$ cat src/hw/rtl/csem_pkg.sv
// Package for the counting semaphore unit: table sizes, status codes,
// request and response item types, and a small helper.
// No dependencies.
`timescale 1ns / 1ps

package csem_pkg;

  localparam int NUM_TASKS = 8;
  localparam int NUM_SEMS  = 16;
  localparam int TASK_W    = 3;
  localparam int SEM_W     = 4;
  localparam int CNT_W     = 8;

  localparam logic [1:0] ACT_DOWN = 2'd0;
  localparam logic [1:0] ACT_TRY  = 2'd1;
  localparam logic [1:0] ACT_UP   = 2'd2;

  localparam logic [2:0] ST_ACQUIRED   = 3'd0;
  localparam logic [2:0] ST_BLOCKED    = 3'd1;
  localparam logic [2:0] ST_TRY_FAILED = 3'd2;
  localparam logic [2:0] ST_UP_DONE    = 3'd3;
  localparam logic [2:0] ST_UP_IGNORED = 3'd4;

  typedef struct packed {
    logic [1:0]       action;
    logic [SEM_W-1:0] sem_index;
    logic [2:0]       task_id;
    logic [7:0]       amount;
    logic [2:0]       start_task;
  } req_t;

  typedef struct packed {
    logic [2:0] status;
    logic [7:0] count_after;
    logic [7:0] waiters_after;
    logic [7:0] released_mask;
    logic [7:0] task_waiting_flags;
  } rsp_t;

  typedef struct packed {
    logic              block;
    logic              release_en;
    logic [TASK_W-1:0] id;
  } task_cmd_t;

  function automatic logic task_valid(input logic [2:0] id);
    return (32'(id) < NUM_TASKS);
  endfunction

endpackage

$ cat src/hw/rtl/csem_task_tbl.sv
// Per-task wait counts and waiting flags, updated by block and release commands.
// Depends on csem_pkg.
`timescale 1ns / 1ps

module csem_task_tbl
  import csem_pkg::*;
(
  input  logic                 clk,
  input  logic                 rst,
  input  task_cmd_t            cmd,
  output logic [NUM_TASKS-1:0] flags
);

  logic [CNT_W-1:0] wait_count [NUM_TASKS];
  logic [CNT_W-1:0] dec_count;

  assign dec_count = (wait_count[cmd.id] != '0) ? wait_count[cmd.id] - 1'b1
                                                 : wait_count[cmd.id];

  always_ff @(posedge clk) begin
    if (rst) begin
      for (int i = 0; i < NUM_TASKS; i++) begin
        wait_count[i] <= '0;
      end
      flags <= '0;
    end else if (cmd.block) begin
      if (wait_count[cmd.id] != '1) begin
        wait_count[cmd.id] <= wait_count[cmd.id] + 1'b1;
      end
      flags[cmd.id] <= 1'b1;
    end else if (cmd.release_en) begin
      wait_count[cmd.id] <= dec_count;
      if (dec_count == '0) begin
        flags[cmd.id] <= 1'b0;
      end
    end
  end

endmodule

$ cat src/hw/rtl/csem_wake_step.sv
// One step of the round-robin wake scan: test one waiter bit, release it,
// spend one unit and decide whether the scan ends. Depends on csem_pkg.
`timescale 1ns / 1ps

module csem_wake_step
  import csem_pkg::*;
(
  input  logic [NUM_TASKS-1:0] waiters,
  input  logic [CNT_W-1:0]     count,
  input  logic [TASK_W-1:0]    id,
  input  logic [TASK_W-1:0]    first,
  output logic                 hit,
  output logic [NUM_TASKS-1:0] waiters_next,
  output logic [CNT_W-1:0]     count_next,
  output logic [TASK_W-1:0]    id_next,
  output logic                 stop
);

  logic [NUM_TASKS-1:0] bit_sel;

  always_comb begin
    bit_sel      = NUM_TASKS'(1) << id;
    hit          = (waiters & bit_sel) != '0;
    waiters_next = hit ? (waiters & ~bit_sel) : waiters;
    count_next   = hit ? count - 1'b1 : count;
    id_next      = (32'(id) == NUM_TASKS - 1) ? '0 : id + 1'b1;
    stop         = (hit && count_next == '0) || (id_next == first) || (waiters_next == '0);
  end

endmodule

$ cat src/hw/rtl/counting_semaphore_wait_mask_unit.sv
// Counting semaphore unit with waiter masks: semaphore table, sequencer and
// output register. Depends on csem_pkg, csem_task_tbl and csem_wake_step.
// Timing: an item is taken only while the unit is idle. A down, try-down, an
// up by zero or an up with no waiters goes from the execute state straight
// to the done state; an up with waiters first runs the wake scan, visiting
// 1 to 8 task ids. The unit takes its next item the cycle after the result
// is loaded into the output register, which waits while the output stalls;
// the single wake-step unit walks the waiter mask one bit a cycle.
`timescale 1ns / 1ps

module counting_semaphore_wait_mask_unit
  import csem_pkg::*;
(
  input  logic clk,
  input  logic rst,
  input  logic req_valid,
  output logic req_ready,
  input  req_t req,
  output logic rsp_valid,
  input  logic rsp_ready,
  output rsp_t rsp
);

  localparam logic [1:0] S_IDLE = 2'd0;
  localparam logic [1:0] S_EXEC = 2'd1;
  localparam logic [1:0] S_SCAN = 2'd2;
  localparam logic [1:0] S_DONE = 2'd3;

  logic [1:0]           state;
  logic [1:0]           state_next;
  req_t                 cur;
  logic [CNT_W-1:0]     cnt;
  logic [CNT_W-1:0]     cnt_next;
  logic [NUM_TASKS-1:0] wmask;
  logic [NUM_TASKS-1:0] wmask_next;
  logic [NUM_TASKS-1:0] rel;
  logic [NUM_TASKS-1:0] rel_next;
  logic [TASK_W-1:0]    id;
  logic [TASK_W-1:0]    id_next;
  logic [TASK_W-1:0]    first;
  logic [TASK_W-1:0]    first_next;
  logic [2:0]           status;
  logic [2:0]           status_next;

  logic [CNT_W-1:0]     count_mem   [NUM_SEMS];
  logic [NUM_TASKS-1:0] sem_waiters [NUM_SEMS];

  logic [CNT_W-1:0]     rd_count;
  logic [NUM_TASKS-1:0] rd_waiters;
  logic [CNT_W:0]       sum;
  logic [CNT_W-1:0]     sat_count;
  logic [TASK_W-1:0]    start_id;
  logic [TASK_W-1:0]    caller;

  logic                 st_hit;
  logic [NUM_TASKS-1:0] st_waiters;
  logic [CNT_W-1:0]     st_count;
  logic [TASK_W-1:0]    st_id;
  logic                 st_stop;

  task_cmd_t            tcmd;
  logic [NUM_TASKS-1:0] tflags;
  logic                 load_out;

  assign req_ready  = (state == S_IDLE) && !rst;
  assign sum        = {1'b0, rd_count} + {1'b0, cur.amount};
  assign sat_count  = sum[CNT_W] ? '1 : sum[CNT_W-1:0];
  assign start_id   = task_valid(cur.start_task) ? TASK_W'(cur.start_task) : '0;
  assign caller     = TASK_W'(cur.task_id);
  assign load_out   = (state == S_DONE) && (!rsp_valid || rsp_ready);

  csem_wake_step u_step (
    .waiters      (wmask),
    .count        (cnt),
    .id           (id),
    .first        (first),
    .hit          (st_hit),
    .waiters_next (st_waiters),
    .count_next   (st_count),
    .id_next      (st_id),
    .stop         (st_stop)
  );

  csem_task_tbl u_tasks (
    .clk   (clk),
    .rst   (rst),
    .cmd   (tcmd),
    .flags (tflags)
  );

  always_comb begin
    state_next  = state;
    cnt_next    = cnt;
    wmask_next  = wmask;
    rel_next    = rel;
    id_next     = id;
    first_next  = first;
    status_next = status;
    tcmd        = '{block: 1'b0, release_en: 1'b0, id: id};
    unique case (state)
      S_IDLE: begin
        if (req_valid && req_ready) begin
          state_next = S_EXEC;
        end
      end
      S_EXEC: begin
        cnt_next   = rd_count;
        wmask_next = rd_waiters;
        rel_next   = '0;
        state_next = S_DONE;
        priority if (cur.action == ACT_DOWN || cur.action == ACT_TRY) begin
          if (rd_count != '0) begin
            cnt_next    = rd_count - 1'b1;
            status_next = ST_ACQUIRED;
          end else if (cur.action == ACT_TRY) begin
            status_next = ST_TRY_FAILED;
          end else begin
            status_next = ST_BLOCKED;
            if (task_valid(cur.task_id)) begin
              wmask_next = rd_waiters | (NUM_TASKS'(1) << caller);
              tcmd       = '{block: 1'b1, release_en: 1'b0, id: caller};
            end
          end
        end else if (cur.action == ACT_UP && cur.amount != '0) begin
          cnt_next    = sat_count;
          status_next = ST_UP_DONE;
          id_next     = start_id;
          first_next  = start_id;
          if (rd_waiters != '0) begin
            state_next = S_SCAN;
          end
        end else begin
          status_next = ST_UP_IGNORED;
        end
      end
      S_SCAN: begin
        cnt_next   = st_count;
        wmask_next = st_waiters;
        id_next    = st_id;
        if (st_hit) begin
          rel_next = rel | (NUM_TASKS'(1) << id);
          tcmd     = '{block: 1'b0, release_en: 1'b1, id: id};
        end
        if (st_stop) begin
          state_next = S_DONE;
        end
      end
      S_DONE: begin
        if (load_out) begin
          state_next = S_IDLE;
        end
      end
      default: state_next = S_IDLE;
    endcase
  end

  always_ff @(posedge clk) begin
    if (rst) begin
      state <= S_IDLE;
    end else begin
      state <= state_next;
    end
  end

  always_ff @(posedge clk) begin
    if (req_valid && req_ready) begin
      cur <= req;
    end
    cnt    <= cnt_next;
    wmask  <= wmask_next;
    rel    <= rel_next;
    id     <= id_next;
    first  <= first_next;
    status <= status_next;
  end

  always_ff @(posedge clk) begin
    if (rst) begin
      for (int i = 0; i < NUM_SEMS; i++) begin
        count_mem[i]   <= '0;
        sem_waiters[i] <= '0;
      end
    end else if (load_out) begin
      count_mem[cur.sem_index]   <= cnt;
      sem_waiters[cur.sem_index] <= wmask;
    end
  end

  always_ff @(posedge clk) begin
    if (req_valid && req_ready) begin
      rd_count   <= count_mem[req.sem_index];
      rd_waiters <= sem_waiters[req.sem_index];
    end
  end

  always_ff @(posedge clk) begin
    if (rst) begin
      rsp_valid <= 1'b0;
    end else if (load_out) begin
      rsp_valid <= 1'b1;
    end else if (rsp_ready) begin
      rsp_valid <= 1'b0;
    end
  end

  always_ff @(posedge clk) begin
    if (load_out) begin
      rsp.status             <= status;
      rsp.count_after        <= cnt;
      rsp.waiters_after      <= 8'(wmask);
      rsp.released_mask      <= 8'(rel);
      rsp.task_waiting_flags <= 8'(tflags);
    end
  end

endmodule

$ cat config.mk
export PLATFORM = sky130hd
export DESIGN_NAME = counting_semaphore_wait_mask_unit
export DESIGN_NICKNAME = d
export VERILOG_FILES = /design/src/hw/rtl/csem_pkg.sv /design/src/hw/rtl/csem_task_tbl.sv /design/src/hw/rtl/csem_wake_step.sv /design/src/hw/rtl/counting_semaphore_wait_mask_unit.sv
export SDC_FILE = /design/constraint.sdc
export NUM_CORES = 1
export LEC_CHECK = 0
export ABC_AREA = 1
export BUFFER_PORTS_ARGS = -buffer_cell sky130_fd_sc_hd__buf_2
export CORE_MARGIN = 3
export CORE_UTILIZATION = 40
export DETAILED_ROUTE_END_ITERATION = 7
export PLACE_DENSITY_LB_ADDON = 0.2
export SKIP_CTS_REPAIR_TIMING = 1
export SLEW_MARGIN = 25
export SYNTH_ARGS = -nofsm -noshare
export SYNTH_HDL_FRONTEND = slang
export SYNTH_SLANG_ARGS = --single-unit
export TNS_END_PERCENT = 20
$ cat constraint.sdc
create_clock -name clk -period 7.8 [get_ports clk]
set_input_delay 2.34 -clock clk [delete_from_list [all_inputs] [get_ports clk]]
set_output_delay 2.34 -clock clk [all_outputs]
set_load 0.005 [all_outputs]
---- After elaboration in Yosys (flattened, before gate mapping) ----
Memories as Yosys holds them, arrays and structs flattened. A register that Yosys moved wholly into a read port is not among the register bits.
Cells that the tools add are included.
operators by class
  reduce and logical (&&, ||, !) cells .... 34
  shift operators ......................... 2
  bitwise logic cells ..................... 10
  eq/ne operators ......................... 14
  $add $sub $neg .......................... 6
  multiplexer cells ....................... 64
  $lt $le $gt $ge ......................... 2
operator list
  operator             number
  $mux 8               18
  $pmux 8 s2           3
  $reduce_bool 8->1    5
  $and 8x8->8          3
  $logic_not 8->1      3
  $or 8x8->8           3
  $reduce_or 8->1      3
  $sub 8x1->8 const B  3
  $mux 1               22
  $mux 3               6
  $not 8->8            2
  $shl 1x3->8 const A  2
  $mux 5               3
  $mux 4               3
  $mux 2               5
  $ne 2x2->1 const B   5
  $pmux 5 s2           1
  $add 8x8->9          1
  $reduce_and 3->1     3
  $add 8x1->8 const B  1
  $ne 8x8->1 const B   1
  $pmux 2 s4           1
  $reduce_bool 2->1    4
  $eq 2x2->1 const B   3
  16 further kinds     28
word-level totals
  output and inout bits ................... 37
  register bits ........................... 99
  memory bits (writable) .................. 320
  logic and storage cells ................. 154
  input port bits ......................... 24
  memories kept ........................... 3
memories
  memory              words  bits a word  read ports  clocked after memory_dff  write ports  RTL line                                 text
  count_mem           16     8            1           1                         16           counting_semaphore_wait_mask_unit.sv:45  logic [CNT_W-1:0] count_mem [NUM_SEMS];
  sem_waiters         16     8            1           1                         16           counting_semaphore_wait_mask_unit.sv:46  logic [NUM_TASKS-1:0] sem_waiters [NUM_SEMS];
  u_tasks.wait_count  8      8            1           0                         8            csem_task_tbl.sv:14                      logic [CNT_W-1:0] wait_count [NUM_TASKS];

---- Longest topological paths before layout ----
  word-level depth ........................ 14
  mapped depth ............................ 27
  depth with buffers taken out ............ 26

---- Hierarchy ----
A second synthesis with hierarchy kept.
unflattened totals
  cell total of the unflattened synthesis .. 2064
  area, all modules ....................... 20916.3 sq um
modules (own cells, without submodules)
  module                             times used  area each (sq um)  seq. area each (sq um)  cells an instance
  counting_semaphore_wait_mask_unit  1           16161.8            10870.4                 1448
  csem_task_tbl                      1           4112.7             2082.0                  504
  csem_wake_step                     1           641.9              0.0                     112

---- Worst setup path before layout ----
OpenSTA, ideal clock, no wires.
  path type ............................... input -> output
  start ................................... input port rst
  end ..................................... output port req_ready
  required time ........................... 5460 ps
  path slack .............................. 2777 ps
  cell stages on the path ................. 2
  path buffers ............................ 1
  arrival time ............................ 2683 ps
  cells stage by stage .................... clkbuf_1 -> nor2_1
between the ends
  cells in the longest elaborated chain, start to end .. 2
RTL lines
  what               RTL line                                 text
  start, declared    counting_semaphore_wait_mask_unit.sv:15  input logic rst,
  $logic_not 1->1    counting_semaphore_wait_mask_unit.sv:65  assign req_ready = (state == S_IDLE) && !rst;
  $logic_and 1x1->1  counting_semaphore_wait_mask_unit.sv:65
  end, declared      counting_semaphore_wait_mask_unit.sv:17  output logic req_ready,
Every way passes these cells.

---- Worst setup path in the final report ----
Ends and elaborated chain as after synthesis.

==> metrics.md <==
| Metric | Value |
|---|---|
| Outcome | finished clean |
| Wirelength per Cell | 19.8 microns |
| First-pass GRT wire length | 79800 microns |
| Initial antenna violation count | 0 |
| Vias in the first global route | 13500 |
| Worst path slowest cell | buf_2 |
| Max Clock Freq | 192 MHz |
| Port bufs | 60 |
| Sequential area share after synthesis | 0.637 |
| Syn_area_per_cell | 10.6 sq um |
| Internal | 0.00469 W |
| Most frequent cells in the layout | edfxtp_1 (424), nor2_1 (393), nand2_1 (255) |
| Top Family by Delay on Critical Path | buffers and inverters |
| Register share of total power | 0.387 |
| Final hold slack | 0.416 ns |
| DRC violations left | 0 |
| Multi-input logic area | 0.00629 sq mm |
| WP data required | around 5.5 ns |
| Mapped Nets | 1972 |
| Worst-Margin Slew | 1.10 ns |
| Starting DRC count in detailed routing | 1335 |
| Reg2reg end | u_tasks.wait_count[3][5] |
| Total CTS buffers | 48 |
| Number of vias per cell | around 5.3 |
| Worst Hold Class | flop to flop |
| Clock buffer depth | 3 |
| Reg area | 0.0130 sq mm |
| Post-DRT Antenna Nets | 0 |
| Tcrit/Tclk final | 0.666 |
| Worst Hold Path Cells | 0 |
| CP arrival | around 2.9 ns |
| Die height | approximately 230 microns |
| Final setup violation count | 0 |
| Hold path start | status[2] |
| Switching share of total power | 0.390 |
| Max-slew headroom | 0.266 |
| Clk_skew | 0.0274 ns |
| Later-pin clock latency in the skew report | 0.59 ns |
| Crit path launch type | input pin |
| Die Footprint | about 0.054 sq mm |
| Layout area overhead | 11.7% |
| Max-Cap Viols | 0 |
| DR vias | 14000 |
| Crit-path max FO | 13 |
| Crit path launch | rst |
| Sw Pwr | 0.00300 W |
| Initial Util | 0.410 |
| Inserted Diodes | 0 |
| Root Buffer | clkbuf_16 |
| RSZ-0062 raised after global routing | no |
| Warnings from Yosys | 0 |
| Setup CP Type | input pin to output pin |
| Register-to-Register Setup Slack | around 2.7 ns |
| Final-stage net count | 2000 |
| Cell Area, Synth | 0.0203 sq mm |
| Largest net degree at the start of global routing | 98 |
| Combinational power share | 0.322 |
| Std-Cell Core Area | 0.0496 sq mm |
| Synth unique cells | 54 |
| Clock power frac | 0.292 |
| Max incr delay on CP | 0.28 ns |
| Share of cells above drive strength 1 | 0.0965 |
| Pwr dens | 338 mW/mm^2 |
| DRT Pass-1 Iters | 5 |
| Flop and latch count out of synthesis | 435 |
| Crit path buf inv count | 2 |
| Worst Reg-to-Reg Cells | 18 |
| Most used cell, CP | buf_2 |
| Most common cell after layout, fill and taps aside | edfxtp_1 |
| Cell count after synthesis | just under 2000 |
| Setup TNS | 0 ns |
| Min Tclk post-route | just over 5 ns |
| Leak pwr | 9.05 nW |
| Worst VDD drop | about 0.19 mV |
| Final hold vios | 0 |
| Placer Congestion | about 0.83 |
| CTS tree | done |
| Dpl hpwl | 33800 microns |
| H-tree levels | 2 |
| Std-Cell Rows | around 80 |
| Clock slew at reported path FFs | 0.05 ns |
| Pins Over Slew Limit | 0 |
| Total track usage | 0.195 |
| Critical R2R Launch | state[0] |
| Aggregate global routing overflow | 0 |
| Crit-path cells | buf_2 > nor2_1 > buf_2 |
| DIE WIDTH | around 230 microns |
| Post-Route WL | 52500 microns |
| Top-level I/O count | 61 |
| Filler cells | 4639 |
| CP Capture Type | output pin |
| Hold endpoint | rsp[34] |
| CTS sink count | 435 |
## cells by family (layout without fill, tap and decap cells)
kind of cell / count (synthesis) / count (layout) / synth area share
AOI/OAI and AO/OA: 302 / 302 / 0.0866
adders and majority gates: 26 / 26 / 0.0164
and+or+nand+nor: 793 / 793 / 0.165
xor gates and xnor gates: 21 / 21 / 0.00905
buffers and inverters: 280 / 348 / 0.0532
DFF: 435 / 435 / 0.637
muxes: 65 / 65 / 0.0322
## area by class of cell
type | count | area share
flip-flops and latches | 435 | 0.571
multi-input cells | 1207 | 0.277
clock buffers | 56 | 0.0556
well taps | 664 | 0.0366
inverters | 191 | 0.0316
repair buffers | 67 | 0.0158
clock inverters | 34 | 0.0125
## power groups by stage
stage	registers [W]	clock network, W	logic [W]
after floorplan	0.00297	0	0.00168
after global placement	0.00301	0	0.00244
after detailed placement	0.00301	0	0.00247
after CTS	0.00297	0.00229	0.00247
after global routing	0.00299	0.00238	0.00272
final	0.00297	0.00224	0.00247
## state kept, by name, indices dropped and copies added (netlist names), 8 cells and up, named ones only
register,count
sem_waiters,128
wmask,8
rd_count,8
u_tasks.wait_count,64
rd_waiters,8
cnt,8
rel,8
rsp,35
cur,14
count_mem,128
## per-layer routing
layer  track usage  up-vias  part of all wire
met5             0        -                 0
met4        0.0618        0             0.027
met3        0.0382       92             0.063
met2         0.312      395              0.46
met1         0.268     6821              0.45
li1              -     6643                 -
## stage by stage
step	cells	power [W]	instance area (sq um)	utilization	setup WS [ns]
3_5_place_dp	2564	0.00548	21200	0.427	2.34
4_1_cts	2654	0.00773	22700	0.458	2.58
5_1_grt	2654	0.00809	22700	0.458	2.32
3_3_place_gp	2564	0.00546	21200	0.427	2.39
6_report	2654	0.00768	22700	0.458	2.60
2_1_floorplan	1922	0.00465	20300	-	2.78
## synthesized netlist by cell type (all sizes together)
master | number | area (sq um)
a211oi | 2 | 15.0
a21boi | 1 | 18.8
a21o | 1 | 7.51
a21oi | 100 | 504
a221oi | 2 | 17.5
a22oi | 2 | 15.0
a31oi | 5 | 31.3
a41oi | 2 | 17.5
and2 | 2 | 12.5
and3 | 1 | 6.26
buf | 18 | 97.6
clkbuf | 71 | 267
clkinv | 17 | 63.8
dfxtp | 11 | 220
edfxtp | 424 | 12700
fa | 1 | 20.0
ha | 25 | 313
inv | 174 | 653
mux2i | 65 | 654
nand2 | 274 | 1140
nand3 | 79 | 418
nand3b | 6 | 45.0
nand4 | 12 | 75.1
nor2 | 404 | 1570
nor3 | 7 | 40.0
nor3b | 1 | 7.51
nor4 | 6 | 37.5
o2111ai | 2 | 17.5
o211ai | 64 | 480
o21ai | 116 | 584
o22a | 1 | 8.76
o22ai | 2 | 12.5
o31ai | 2 | 28.8
or2 | 1 | 6.26
xnor2 | 5 | 43.8
xor2 | 16 | 140
## worst max path at each step
| stage | to | depth (start not counted) |
|---|---|---|
| after CTS | req_ready | 3 |
| after global routing | u_tasks.wait_count[3][5] | 16 |
| final | req_ready | 3 |
| after floorplan | req_ready | 2 |
| after global placement | count_mem[5][0] | 9 |
| after detailed placement | count_mem[5][0] | 9 |
No activity file was read; power rests on OpenSTA's default activity.
